$ cat src/sv/jti_pkg.sv
// shared types, constants and codes for the joint trajectory interpolator
package jti_pkg;

  localparam int MaxStepsDefault = 64;

  localparam int PosW    = 16;
  localparam int DurW    = 7;
  localparam int ModeW   = 2;
  localparam int StatW   = 2;
  localparam int CfgIdxW = 2;
  localparam int CfgW    = 16;
  localparam int InDataW  = 56;
  localparam int OutDataW = 48;

  localparam int MagW    = 16;
  localparam int NumW    = 19;
  localparam int ProdW   = NumW + MagW;
  localparam int DivW    = ProdW + 1;
  localparam int DvsW    = NumW + 1;
  localparam int QuoW    = 16;
  localparam int DivCntW = 4;
  localparam int UpcW    = 4;

  localparam logic [ModeW-1:0] MODE_LINEAR = 2'd0;
  localparam logic [ModeW-1:0] MODE_CUBIC  = 2'd1;

  localparam logic [CfgIdxW-1:0] CFG_ROT_LO  = 2'd0;
  localparam logic [CfgIdxW-1:0] CFG_ROT_HI  = 2'd1;
  localparam logic [CfgIdxW-1:0] CFG_PRIS_LO = 2'd2;
  localparam logic [CfgIdxW-1:0] CFG_PRIS_HI = 2'd3;

  localparam logic signed [PosW-1:0] RotLoReset  = -16'sd12868;
  localparam logic signed [PosW-1:0] RotHiReset  = 16'sd12868;
  localparam logic signed [PosW-1:0] PrisLoReset = -16'sd614;
  localparam logic signed [PosW-1:0] PrisHiReset = 16'sd614;

  typedef enum logic [StatW-1:0] {
    ST_OK       = 2'd0,
    ST_LIMIT    = 2'd1,
    ST_DURATION = 2'd2,
    ST_MODE     = 2'd3
  } status_t;

  typedef enum logic [3:0] {
    OP_WAIT     = 4'd0,
    OP_CHECK    = 4'd1,
    OP_SQ_N     = 4'd2,
    OP_DEN      = 4'd3,
    OP_SQ_K     = 4'd4,
    OP_NUM      = 4'd5,
    OP_MUL      = 4'd6,
    OP_DIV_LOAD = 4'd7,
    OP_DIV_STEP = 4'd8,
    OP_APPLY    = 4'd9,
    OP_EMIT     = 4'd10,
    OP_NEXT     = 4'd11,
    OP_COMMIT   = 4'd12,
    OP_ERROR    = 4'd13,
    OP_NOP      = 4'd14
  } op_t;

  typedef enum logic [2:0] {
    C_NEXT       = 3'd0,
    C_ALWAYS     = 3'd1,
    C_NO_REQ     = 3'd2,
    C_ERROR      = 3'd3,
    C_DIV_BUSY   = 3'd4,
    C_JOINT_MORE = 3'd5,
    C_OUT_WAIT   = 3'd6,
    C_K_MORE     = 3'd7
  } cond_t;

  typedef struct packed {
    op_t             op;
    cond_t           cond;
    logic [UpcW-1:0] target;
  } uword_t;

  typedef struct packed {
    logic load;
    logic step;
  } div_ctrl_t;

endpackage

$ cat src/sv/jti_div.sv
// restoring divider, one quotient bit per step
module jti_div (
  input  logic                     clk,
  input  logic                     rst,
  input  jti_pkg::div_ctrl_t       ctrl,
  input  logic [jti_pkg::DivW-1:0] dividend,
  input  logic [jti_pkg::DvsW-1:0] divisor,
  output logic [jti_pkg::QuoW-1:0] quotient,
  output logic                     done
);
  import jti_pkg::*;

  logic [DvsW-1:0]    rem;
  logic [QuoW-1:0]    quo;
  logic [DvsW-1:0]    dvs;
  logic [DivCntW-1:0] cnt;
  logic [DvsW:0]      trial;
  logic [DvsW:0]      diff;

  assign trial = {rem, quo[QuoW-1]};
  assign diff  = trial - {1'b0, dvs};

  always_ff @(posedge clk) begin
    if (rst) begin
      cnt <= '0;
    end else if (ctrl.load) begin
      cnt <= '0;
    end else if (ctrl.step) begin
      cnt <= cnt + 1'b1;
    end
  end

  always_ff @(posedge clk) begin
    if (ctrl.load) begin
      rem <= dividend[DivW-1:QuoW];
      quo <= dividend[QuoW-1:0];
      dvs <= divisor;
    end else if (ctrl.step) begin
      if (diff[DvsW] == 1'b0) begin
        rem <= diff[DvsW-1:0];
        quo <= {quo[QuoW-2:0], 1'b1};
      end else begin
        rem <= trial[DvsW-1:0];
        quo <= {quo[QuoW-2:0], 1'b0};
      end
    end
  end

  assign quotient = quo;
  assign done     = (cnt == {DivCntW{1'b1}});

endmodule

$ cat src/sv/joint_trajectory_interpolator_unit.sv
// top level: microcoded joint trajectory interpolator for a three-joint arm
//
// s_axis carries one move request: three Q3.12 joint targets and a duration N
// in tdata, the mode (linear or cubic) in tuser. m_axis returns the samples of
// the move, three Q3.12 positions in tdata and a status code in tuser, with
// tlast on the final sample. A request that fails the limit, duration or mode
// check returns one result carrying the held position and the error code.
// Control runs from a 16-word program ROM; one shared 19x16 multiplier and a
// one-bit-per-cycle divider do the arithmetic. Each move first runs the checks
// and forms the denominator (N, or N^3 when cubic); each sample then forms its
// scale factor, takes each joint through product, divider load, 16 divider
// steps and add, and then emits and advances. An error result is emitted
// straight after the checks.
// The program handles one request at a time; s_axis_tready is high only while
// it waits for a request. While m_axis_tready is low the current result holds
// and the program waits. Reset (synchronous) restores the limit registers to
// their defaults and the stored start position to zero.
module joint_trajectory_interpolator_unit #(
  parameter int MAX_STEPS = jti_pkg::MaxStepsDefault
) (
  input  logic                         clk,
  input  logic                         rst,
  input  logic                         s_axis_tvalid,
  output logic                         s_axis_tready,
  // target_joint1, target_joint2, target_joint3, duration_steps, zero pad
  input  logic [jti_pkg::InDataW-1:0]  s_axis_tdata,
  // mode
  input  logic [jti_pkg::ModeW-1:0]    s_axis_tuser,
  output logic                         m_axis_tvalid,
  input  logic                         m_axis_tready,
  // pos_joint1, pos_joint2, pos_joint3
  output logic [jti_pkg::OutDataW-1:0] m_axis_tdata,
  // status
  output logic [jti_pkg::StatW-1:0]    m_axis_tuser,
  output logic                         m_axis_tlast,
  input  logic                         cfg_we,
  input  logic [jti_pkg::CfgIdxW-1:0]  cfg_index,
  input  logic [jti_pkg::CfgW-1:0]     cfg_data
);
  import jti_pkg::*;

  localparam logic [UpcW-1:0] U_WAIT  = 4'd0;
  localparam logic [UpcW-1:0] U_KLOOP = 4'd4;
  localparam logic [UpcW-1:0] U_JLOOP = 4'd6;
  localparam logic [UpcW-1:0] U_DIV   = 4'd8;
  localparam logic [UpcW-1:0] U_EMIT  = 4'd10;
  localparam logic [UpcW-1:0] U_ERR   = 4'd13;
  localparam logic [DurW-1:0] MaxN    = DurW'(MAX_STEPS);

  localparam uword_t Rom [16] = '{
    '{OP_WAIT,     C_NO_REQ,     U_WAIT},
    '{OP_CHECK,    C_ERROR,      U_ERR},
    '{OP_SQ_N,     C_NEXT,       U_WAIT},
    '{OP_DEN,      C_NEXT,       U_WAIT},
    '{OP_SQ_K,     C_NEXT,       U_WAIT},
    '{OP_NUM,      C_NEXT,       U_WAIT},
    '{OP_MUL,      C_NEXT,       U_WAIT},
    '{OP_DIV_LOAD, C_NEXT,       U_WAIT},
    '{OP_DIV_STEP, C_DIV_BUSY,   U_DIV},
    '{OP_APPLY,    C_JOINT_MORE, U_JLOOP},
    '{OP_EMIT,     C_OUT_WAIT,   U_EMIT},
    '{OP_NEXT,     C_K_MORE,     U_KLOOP},
    '{OP_COMMIT,   C_ALWAYS,     U_WAIT},
    '{OP_ERROR,    C_OUT_WAIT,   U_ERR},
    '{OP_NOP,      C_ALWAYS,     U_WAIT},
    '{OP_NOP,      C_ALWAYS,     U_WAIT}
  };

  logic [UpcW-1:0] upc;
  logic [UpcW-1:0] upc_next;
  uword_t          uw;
  logic            take;

  logic signed [PosW-1:0] rot_lo, rot_hi, pris_lo, pris_hi;
  logic signed [PosW-1:0] tgt [3];
  logic signed [PosW-1:0] cur [3];
  logic signed [PosW-1:0] pos [3];
  logic [MagW-1:0]        mag [3];
  logic                   neg [3];
  logic [DurW-1:0]        n;
  logic [DurW-1:0]        k;
  logic [ModeW-1:0]       mode;
  logic [1:0]             jdx;
  logic [ProdW-1:0]       p;
  logic [NumW-1:0]        den;
  logic [NumW-1:0]        num;
  status_t                status;

  logic                   lim_err, dur_err, mode_err, err_any;
  status_t                chk_status;
  logic [NumW-1:0]        mul_a;
  logic [MagW-1:0]        mul_b;
  logic [ProdW-1:0]       prod;
  logic [8:0]             tn_2k;
  logic [MagW-1:0]        mag_sel;
  logic                   neg_sel;
  logic signed [PosW-1:0] cur_sel;
  logic [PosW:0]          sum;
  logic                   cubic;

  div_ctrl_t              div_ctrl;
  logic [DivW-1:0]        dividend;
  logic [QuoW-1:0]        quotient;
  logic                   div_done;

  assign uw    = Rom[upc];
  assign cubic = (mode == MODE_CUBIC);

  // checks, in priority order: limits, duration, mode
  assign lim_err = (tgt[0] < rot_lo) || (tgt[0] > rot_hi) ||
                   (tgt[1] < rot_lo) || (tgt[1] > rot_hi) ||
                   (tgt[2] < pris_lo) || (tgt[2] > pris_hi);
  assign dur_err  = (n == '0) || (n > MaxN);
  assign mode_err = (mode != MODE_LINEAR) && (mode != MODE_CUBIC);
  assign err_any  = lim_err || dur_err || mode_err;

  always_comb begin
    if (lim_err) begin
      chk_status = ST_LIMIT;
    end else if (dur_err) begin
      chk_status = ST_DURATION;
    end else if (mode_err) begin
      chk_status = ST_MODE;
    end else begin
      chk_status = ST_OK;
    end
  end

  always_comb begin
    unique case (jdx)
      2'd0: begin
        mag_sel = mag[0];
        neg_sel = neg[0];
        cur_sel = cur[0];
      end
      2'd1: begin
        mag_sel = mag[1];
        neg_sel = neg[1];
        cur_sel = cur[1];
      end
      default: begin
        mag_sel = mag[2];
        neg_sel = neg[2];
        cur_sel = cur[2];
      end
    endcase
  end

  // 3n - 2k, never below n
  assign tn_2k = ({2'b0, n} << 1) + {2'b0, n} - ({2'b0, k} << 1);

  always_comb begin
    unique case (uw.op)
      OP_SQ_N: begin
        mul_a = NumW'(n);
        mul_b = MagW'(n);
      end
      OP_DEN: begin
        mul_a = p[NumW-1:0];
        mul_b = MagW'(n);
      end
      OP_SQ_K: begin
        mul_a = NumW'(k);
        mul_b = MagW'(k);
      end
      OP_NUM: begin
        mul_a = p[NumW-1:0];
        mul_b = MagW'(tn_2k);
      end
      OP_MUL: begin
        mul_a = num;
        mul_b = mag_sel;
      end
      default: begin
        mul_a = '0;
        mul_b = '0;
      end
    endcase
  end

  assign prod = ProdW'(mul_a) * ProdW'(mul_b);

  // round half away from zero: (2*|d|*num + den) / (2*den)
  assign dividend      = {p, 1'b0} + DivW'(den);
  assign div_ctrl.load = (uw.op == OP_DIV_LOAD);
  assign div_ctrl.step = (uw.op == OP_DIV_STEP);

  jti_div u_div (
    .clk      (clk),
    .rst      (rst),
    .ctrl     (div_ctrl),
    .dividend (dividend),
    .divisor  ({den, 1'b0}),
    .quotient (quotient),
    .done     (div_done)
  );

  assign sum = neg_sel ? ({cur_sel[PosW-1], cur_sel} - {1'b0, quotient})
                       : ({cur_sel[PosW-1], cur_sel} + {1'b0, quotient});

  // sequencer
  always_comb begin
    case (uw.cond)
      C_NEXT:       take = 1'b0;
      C_ALWAYS:     take = 1'b1;
      C_NO_REQ:     take = !s_axis_tvalid;
      C_ERROR:      take = err_any;
      C_DIV_BUSY:   take = !div_done;
      C_JOINT_MORE: take = (jdx != 2'd2);
      C_OUT_WAIT:   take = !m_axis_tready;
      C_K_MORE:     take = (k != n);
      default:      take = 1'b0;
    endcase
    upc_next = take ? uw.target : upc + 1'b1;
  end

  always_ff @(posedge clk) begin
    if (rst) begin
      upc <= U_WAIT;
    end else begin
      upc <= upc_next;
    end
  end

  // limit registers
  always_ff @(posedge clk) begin
    if (rst) begin
      rot_lo  <= RotLoReset;
      rot_hi  <= RotHiReset;
      pris_lo <= PrisLoReset;
      pris_hi <= PrisHiReset;
    end else if (cfg_we) begin
      unique case (cfg_index)
        CFG_ROT_LO:  rot_lo  <= cfg_data;
        CFG_ROT_HI:  rot_hi  <= cfg_data;
        CFG_PRIS_LO: pris_lo <= cfg_data;
        CFG_PRIS_HI: pris_hi <= cfg_data;
        default: ;
      endcase
    end
  end

  // stored start position
  always_ff @(posedge clk) begin
    if (rst) begin
      cur[0] <= '0;
      cur[1] <= '0;
      cur[2] <= '0;
    end else if (uw.op == OP_COMMIT) begin
      cur[0] <= tgt[0];
      cur[1] <= tgt[1];
      cur[2] <= tgt[2];
    end
  end

  // datapath
  always_ff @(posedge clk) begin
    case (uw.op) inside
      OP_WAIT: begin
        if (s_axis_tvalid) begin
          tgt[0] <= s_axis_tdata[15:0];
          tgt[1] <= s_axis_tdata[31:16];
          tgt[2] <= s_axis_tdata[47:32];
          n      <= s_axis_tdata[54:48];
          mode   <= s_axis_tuser;
        end
      end
      OP_CHECK: begin
        for (int j = 0; j < 3; j++) begin
          logic [PosW:0] d;
          d      = {tgt[j][PosW-1], tgt[j]} - {cur[j][PosW-1], cur[j]};
          neg[j] <= d[PosW];
          mag[j] <= d[PosW] ? MagW'(-d) : d[MagW-1:0];
          pos[j] <= cur[j];
        end
        status <= chk_status;
        k      <= DurW'(1);
        jdx    <= 2'd0;
      end
      OP_SQ_N, OP_SQ_K, OP_MUL: begin
        p <= prod;
      end
      OP_DEN: begin
        den <= cubic ? prod[NumW-1:0] : NumW'(n);
      end
      OP_NUM: begin
        num <= cubic ? prod[NumW-1:0] : NumW'(k);
      end
      OP_APPLY: begin
        pos[jdx] <= sum[PosW-1:0];
        jdx      <= (jdx == 2'd2) ? 2'd0 : jdx + 1'b1;
      end
      OP_NEXT: begin
        k <= k + 1'b1;
      end
      default: ;
    endcase
  end

  assign s_axis_tready = (uw.op == OP_WAIT);
  assign m_axis_tvalid = (uw.op == OP_EMIT) || (uw.op == OP_ERROR);
  assign m_axis_tdata  = {pos[2], pos[1], pos[0]};
  assign m_axis_tuser  = status;
  assign m_axis_tlast  = (uw.op == OP_ERROR) || (k == n);

endmodule

$ cat config.mk
export PLATFORM = sky130hd
export DESIGN_NAME = joint_trajectory_interpolator_unit
export DESIGN_NICKNAME = d
export VERILOG_FILES = /design/src/sv/jti_pkg.sv /design/src/sv/jti_div.sv /design/src/sv/joint_trajectory_interpolator_unit.sv
export SDC_FILE = /design/constraint.sdc
export NUM_CORES = 2
export LEC_CHECK = 0
export BUFFER_PORTS_ARGS = -buffer_cell sky130_fd_sc_hd__buf_2
export CAP_MARGIN = 40
export CORE_MARGIN = 4
export CORE_UTILIZATION = 30
export DETAILED_ROUTE_END_ITERATION = 12
export MAX_ROUTING_LAYER = met4
export SYNTH_ARGS = -nofsm -noshare
export SYNTH_HDL_FRONTEND = slang
export SYNTH_SLANG_ARGS = --single-unit
$ cat constraint.sdc
create_clock -name clk -period 9.6 [get_ports clk]
set_input_delay 0.96 -clock clk [delete_from_list [all_inputs] [get_ports clk]]
set_output_delay 0.96 -clock clk [all_outputs]
set_load 0.03 [all_outputs]
# Word level (Yosys, flattened, before mapping)
# Memory sizes are Yosys's and may differ from the RTL's.
# Index checks and enable logic that the tools add are counted.
[classes]
bitwise_logic = 8
eq_ne = 35
mul = 1
muxes = 57
add_sub_neg = 16
n_lt_le_gt_ge = 8
n_reduce_logical = 39
[ops]
columns = ["operator", "count"]
rows = [
  ["2-to-1 mux 16 bit", 10],
  ["one-hot mux 19 bit (4 select lines)", 1],
  ["one-hot mux 16 bit (2 select lines)", 2],
  ["one-hot mux 16 bit (4 select lines)", 1],
  ["2-to-1 mux 20 bit", 3],
  ["subtractor 16 x 16 -> 17 bit", 3],
  ["2-to-1 mux 7 bit", 7],
  ["> comparator 16 bit", 3],
  ["< comparator 16 bit", 3],
  ["negation 16 bit", 3],
  ["adder 36 x 19 -> 36 bit", 1],
  ["multiplier 19 x 16 -> 35 bit", 1],
  ["== test 4 bit (second input constant)", 7],
  ["2-to-1 mux 11 bit", 2],
  ["subtractor 21 x 20 -> 21 bit", 1],
  ["2-to-1 mux 1 bit", 20],
  ["adder 16 bit", 1],
  ["== test 4 x 3 -> 1 bit (second input constant)", 4],
  ["2-to-1 mux 2 bit", 8],
  ["OR reduction 16 bit", 1],
  ["subtractor 16 bit", 1],
  ["== test 3 bit (second input constant)", 4],
  ["AND reduction 2 bit", 6],
  ["logical OR 1 bit", 10],
  ["other kinds (36)", 61],
]
[word_totals]
n_memories = 6
word_cells = 189
ff_bits = 220
out_inout_bits = 53
mem_bits_rw = 195
rom_bits = 176
inputBits = 81
[memory_table]
columns = ["memory", "depth", "width", "read_ports", "rd_ports_with_merged_regs", "write_ports", "line_no", "source"]
rows = [
  ["(name not given)", 16, 11, 1, 0, 0, "joint_trajectory_interpolator_unit.sv:106", "assign uw = Rom[upc];"],
  ["cur", 3, 16, 3, 0, 3, "joint_trajectory_interpolator_unit.sv:76", "logic signed [PosW-1:0] cur [3];"],
  ["mag", 3, 16, 3, 0, 3, "joint_trajectory_interpolator_unit.sv:78", "logic [MagW-1:0] mag [3];"],
  ["pos", 3, 16, 3, 0, 3, "joint_trajectory_interpolator_unit.sv:77", "logic signed [PosW-1:0] pos [3];"],
  ["tgt", 3, 16, 3, 0, 3, "joint_trajectory_interpolator_unit.sv:75", "logic signed [PosW-1:0] tgt [3];"],
  ["neg", 3, 1, 3, 0, 3, "joint_trajectory_interpolator_unit.sv:79", "logic neg [3];"],
]

# Longest topological paths before layout
[logic_depth]
depth_word = 14
mapped_depth = 36

# Modules after synthesis
# Synthesis repeated with hierarchy kept, for this count alone.
[hier_totals]
hier_cells = 3726
area_unflattened_um2 = 35572.9
[modules_own_cells]
columns = ["mod", "seq_area_each_um2", "area_each_um2", "instances", "cells_each"]
rows = [
  ["joint_trajectory_interpolator_unit", 10009.6, 31953.1, 1, 3412],
  ["jti_div", 1761.7, 3619.7, 1, 314],
]

# Worst setup path after synthesis
# OpenSTA, ideal clock, no wires.
[synth_path]
path_kind = "register to register"
from = "register upc[2]"
to = "register p[34], data pin"
setup_time_ns = 0.270
n_path_buf = 4
stages_incl_launch_ff = 31
arrival_ns = 8.533
setup_slack_ns = 0.796
cell_sequence = "dfxtp_1 > clkbuf_1 > or2_2 > clkbuf_1 > nor3_1 > or2_0 > clkbuf_1 > buf_1 > a22o_1 > nand2_1 > fa_1 > inv_1 > fa_1 > inv_1 > fa_1 > inv_1 > fa_1 > fa_1 > inv_1 > fa_1 > inv_1 > ha_1 > a21o_1 > a21o_1 > a21oi_1 > nor2b_1 > nor2_1 > a31oi_1 > a221o_1 > nor3_1 > a211oi_1"
[synth_via]
elab_chain_len = 8
elab_cells_between_ends = 14
classes_between = "1 x mul; 5 x eq/ne; 4 x mux; 1 x bitwise; 2 x reduce/logical; 1 x memory"
[synth_rtl]
columns = ["item", "line_no", "source"]
rows = [
  ["start, declared", "joint_trajectory_interpolator_unit.sv:69", "logic [UpcW-1:0] upc;"],
  ["start signal, assigned", "joint_trajectory_interpolator_unit.sv:221", "upc <= upc_next;"],
  ["NOT 4 -> 5 bit (not written as such) (*)", "joint_trajectory_interpolator_unit.sv:106", ""],
  ["memory (16 x 11 bit) (*)", "-", ""],
  ["2-to-1 mux 11 bit (not written as such) (*) (2 in series)", "joint_trajectory_interpolator_unit.sv:106", ""],
  ["== test 4 x 2 -> 1 bit or == test 4 x 3 -> 1 bit (tied branches)", "joint_trajectory_interpolator_unit.sv:153", "unique case (uw.op)"],
  ["OR reduction 2 bit (no line)", "-", ""],
  ["one-hot mux 19 bit (4 select lines) or one-hot mux 16 bit (4 select lines) (tied branches)", "joint_trajectory_interpolator_unit.sv:153", ""],
  ["multiplier 19 x 16 -> 35 bit (*)", "joint_trajectory_interpolator_unit.sv:181", "assign prod = ProdW'(mul_a) * ProdW'(mul_b);"],
  ["net prod[34]", "joint_trajectory_interpolator_unit.sv:93", "logic [ProdW-1:0] prod;"],
  ["end signal, assigned", "joint_trajectory_interpolator_unit.sv:281", "p <= prod;"],
  ["end, declared", "joint_trajectory_interpolator_unit.sv:84", "logic [ProdW-1:0] p;"],
]
# The timed path passes the listed nets; every way through them passes the cells marked *. The select of a mux whose other input is x is not followed.
# A chain may end at the register's enable or synchronous reset.

# Worst setup path in the final report
[layout_path]
from = "register n[1]"
to = "register p[34], data pin"
[layout_via]
elab_chain_len = 4
elab_cells_between_ends = 5
classes_between = "2 x add/sub; 1 x mul; 2 x mux"
[layout_rtl]
columns = ["item", "line_no", "source"]
rows = [
  ["start, declared", "joint_trajectory_interpolator_unit.sv:80", "logic [DurW-1:0] n;"],
  ["start signal, assigned", "joint_trajectory_interpolator_unit.sv:264", "n <= s_axis_tdata[54:48];"],
  ["adder 8 x 7 -> 9 bit", "joint_trajectory_interpolator_unit.sv:150", "assign tn_2k = ({2'b0, n} << 1) + {2'b0, n} - ({2'b0, k} << 1);"],
  ["subtractor 9 x 8 -> 9 bit", "joint_trajectory_interpolator_unit.sv:150", ""],
  ["one-hot mux 16 bit (4 select lines)", "joint_trajectory_interpolator_unit.sv:153", ""],
  ["multiplier 19 x 16 -> 35 bit (*)", "joint_trajectory_interpolator_unit.sv:181", ""],
  ["net prod[34]", "joint_trajectory_interpolator_unit.sv:93", ""],
]
# The timed path passes the listed nets; every way through them passes the cells marked *.

==> impl_metrics.py <==
metrics = {
    "yosys": {
        "synthArstFlopShare_pct": 0,
        "synth.largest_area_cell": "edfxtp_1",
        "syn_nets": 4315,
        "synth_seq_cells": 415,
        "syn_inst": 3658,
        "synth_area_mm2": 0.03508,
        "ys.flop_type": "edfxtp_1",
        "synth_top_cell_area_share_pct": 29.36,
        "yosysSeqAreaShare_pct": 33.47,
        "synth-edff-count": 343,
        "ys_types": 81,
        "netlist_top_cells_area": "edfxtp_1, fa_1, ha_1",
        "synth.avg_cell_area_um2": 9.590,
        "synthTopCellsByCount": "inv_1, nand2_1, edfxtp_1",
        "yosys_warnings": 0,
        "yosysMostFrequentCell": "inv_1",
    },
    "power": {
        "p_leak_nw": 16.84,
        "power_density_mw_per_mm2": 220.5,
        "power_mw": 8.665,
        "irDropWorstVdd_mv": 0.1509,
    },
    "worst_setup_path": {
        "path_common_cell": "fa_1",
        "start_kind": "flip-flop",
        "rr_worst_depth": 34,
        "crit_path_end_kind": "flip-flop",
        "cp-endpoint": "p[34]",
        "r2r-start": "n[1]",
        "path_max_fanout": 9,
        "rrSetupSlack_ps": 640,
        "path_class": "flip-flop to flip-flop",
        "max_stage_delay_ps": 600,
        "crit_slowest_cell": "fa_1",
        "crit_required_ps": 9940,
        "cp.arrival_ps": 9300,
        "crit_start": "n[1]",
        "timing.rr.end": "p[34]",
    },
    "outcome": {
        "status": "complete, no violations",
    },
    "finish": {
        "layout-drive-gt1-share_pct": 9.262,
        "finalNonFillerCells": 5347,
        "syn2layout_area_growth_pct": 12.04,
        "nNetsFinal": 4444,
        "fill_cells": 11887,
    },
    "timing": {
        "skew_ps": 28.98,
        "rsz0062_at_grt": "false",
        "drv_slew": 0,
        "worst_pin_slew_ps": 952.3,
        "period_needed_ps": 8963,
        "maxSlewHeadroom_pct": 36.51,
        "fmax_mhz": 111.6,
        "fin_crit_sh_pct": 93.36,
        "worst_slack_ps": 637.3,
        "setup_viol": 0,
        "fin_tns_setup_ps": 0,
        "final-hold-violation-count": 0,
    },
    "cts": {
        "insertion_delay_ps": 610,
        "cts_tree": "yes",
        "cts.sinks": 415,
        "cts_buffer_depth": 3,
        "cts-htree-levels": 2,
        "holdBufCountCts": 0,
        "root_buffer": "clkbuf_16",
        "cts_made_buffers": 43,
        "clk_pin_slew_ps": 60,
    },
    "die": {
        "core-area_mm2": 0.1162,
        "ios": 134,
        "die-area_mm2": 0.1225,
        "num_rows": 125,
        "die_width_um": 350.0,
        "initial_core_util_pct": 30.19,
        "fp.dieH_um": 350.0,
    },
    "routing": {
        "drtPass1Iterations": 5,
        "wl_per_cell_um": 19.51,
        "drt_iter0_drc": 1990,
        "drc": 0,
        "num_vias": 26937,
        "wl_um": 104300,
        "drtAntennaViolNets": 0,
        "vias_per_cell": 5.038,
    },
    "placed_design": {
        "place_worst_setup_slack_ps": 392.4,
        "dp.cells": 5261,
        "gp_congestion": 0.9158,
        "dp_hpwl_um": 82620,
        "portBuffers": 132,
    },
    "global_routing": {
        "antenna_found_initial": 4,
        "grt_pass1_vias": 27270,
        "track_usage_pct": 17.50,
        "grt-ovfl-total": 0,
        "grt_max_degree": 58,
        "grt_pass1_wl_um": 160800,
    },
    "worst_hold_path": {
        "worstHoldPathType": "flip-flop to flip-flop",
    },
    "flow_run": {
        "drv_cap": 0,
    },
}
cell usage in the layout (no fill, tap or decap), drive strengths merged, types with 28 or more instances in the layout:
| cell type | n |
|---|---|
| nand2b | 37 |
| inv | 515 |
| fa | 249 |
| nand2 | 440 |
| nor2 | 280 |
| clkbuf | 52 |
| ha | 327 |
| xnor2 | 120 |
| buf | 199 |
| nand3 | 47 |
| o211ai | 48 |
| o21ai | 129 |
| nor2b | 46 |
| a211oi | 28 |
| o21a | 29 |
| nor3 | 60 |
| and2 | 83 |
| mux2 | 35 |
| dfxtp | 72 |
| nand4 | 30 |
| edfxtp | 343 |
| a21o | 64 |
| xor2 | 63 |
| a21oi | 158 |
| a22oi | 42 |
power by group:
| group | switching [mW] | internal [mW] |
|---|---|---|
| combinational | 2.59 | 1.46 |
| sequential | 0.336 | 2.49 |
| clock | 0.784 | 1.01 |
| total | 3.71 | 4.96 |
cell families (layout without fill, tap and decap cells):
| family | Yosys count | in the layout | synth area share [%] |
|---|---|---|---|
| compound gates | 674 | 674 | 12.80 |
| xor+xnor | 183 | 183 | 4.569 |
| fa+ha+maj | 576 | 576 | 25.87 |
| buf+inv | 627 | 791 | 6.770 |
| flops | 415 | 415 | 33.47 |
| mux | 50 | 50 | 1.552 |
| other cells | 0 | 1 | 0 |
| simple gates | 1133 | 1133 | 14.97 |
metrics by stage:
step	instance area, µm²	hold slack [ps]	utilization, %
after floorplan	35080	426.2	-
after global placement	37650	440.8	32.40
after detailed placement	37770	443.2	32.50
after CTS	39240	455.8	33.77
after global routing	39310	473.1	33.82
final	39310	452.8	33.82
worst min path at each step:
stage	start	to	cells after the start
detailed placement	den[18]	u_div.dvs[19]	0
global placement	den[0]	u_div.dvs[1]	0
global route	rot_hi[4]	rot_hi[4]	2
finish	rot_hi[4]	rot_hi[4]	2
floorplan	den[0]	u_div.dvs[1]	0
CTS	rot_hi[4]	rot_hi[4]	2
cell type report:
| type | instances | area, µm² | area share [%] |
|---|---|---|---|
| timing repair buffer | 199 | 1214 | 3.088 |
| tap | 1524 | 1907 | 4.851 |
| multi-input combinational | 2616 | 21030 | 53.51 |
| inverter | 512 | 1934 | 4.921 |
| clock buffer | 52 | 1151 | 2.929 |
| clock inverter | 28 | 322.8 | 0.8213 |
| antenna | 1 | 2.502 | 0.006367 |
| sequential | 415 | 11740 | 29.87 |
routing by layer:
| metal | track usage (%) | wire [µm] | vias up | share of wire, % |
|---|---|---|---|---|
| met1 | 23.25 | 46820 | 13173 | 45 |
| met4 | 4.924 | 2990 | 0 | 2.9 |
| met5 | - | 0 | - | 0 |
| li1 | - | - | 12747 | - |
| met2 | 27.73 | 47650 | 845 | 46 |
| met3 | 2.778 | 6843 | 172 | 6.6 |
registers in the layout (all words and copies together), names as in the netlist, 16 cells and up:
signal          count
u_div.rem          20
rot_hi             16
cur                48
den                19
tgt                48
pris_hi            16
u_div.dvs          19
num                19
u_div.quotient     16
rot_lo             16
pos                48
p                  35
pris_lo            16
mag                48
worst max-delay path, delay by kind of cell, from the launching register on:
kind,cells,cell delay [ps]
buffers and inverters,7,620
AOI/OAI and AO/OA,12,2300
DFF,1,420
and+or+nand+nor,6,1160
adders and majority gates,9,4160
repair_timing:
item / CTS / global route
setup endpoints to repair: 0 / 8
resized for setup: 0 / 3
setup buffers: 0 / 4
Note: power is estimated with default switching activity, not from simulation.
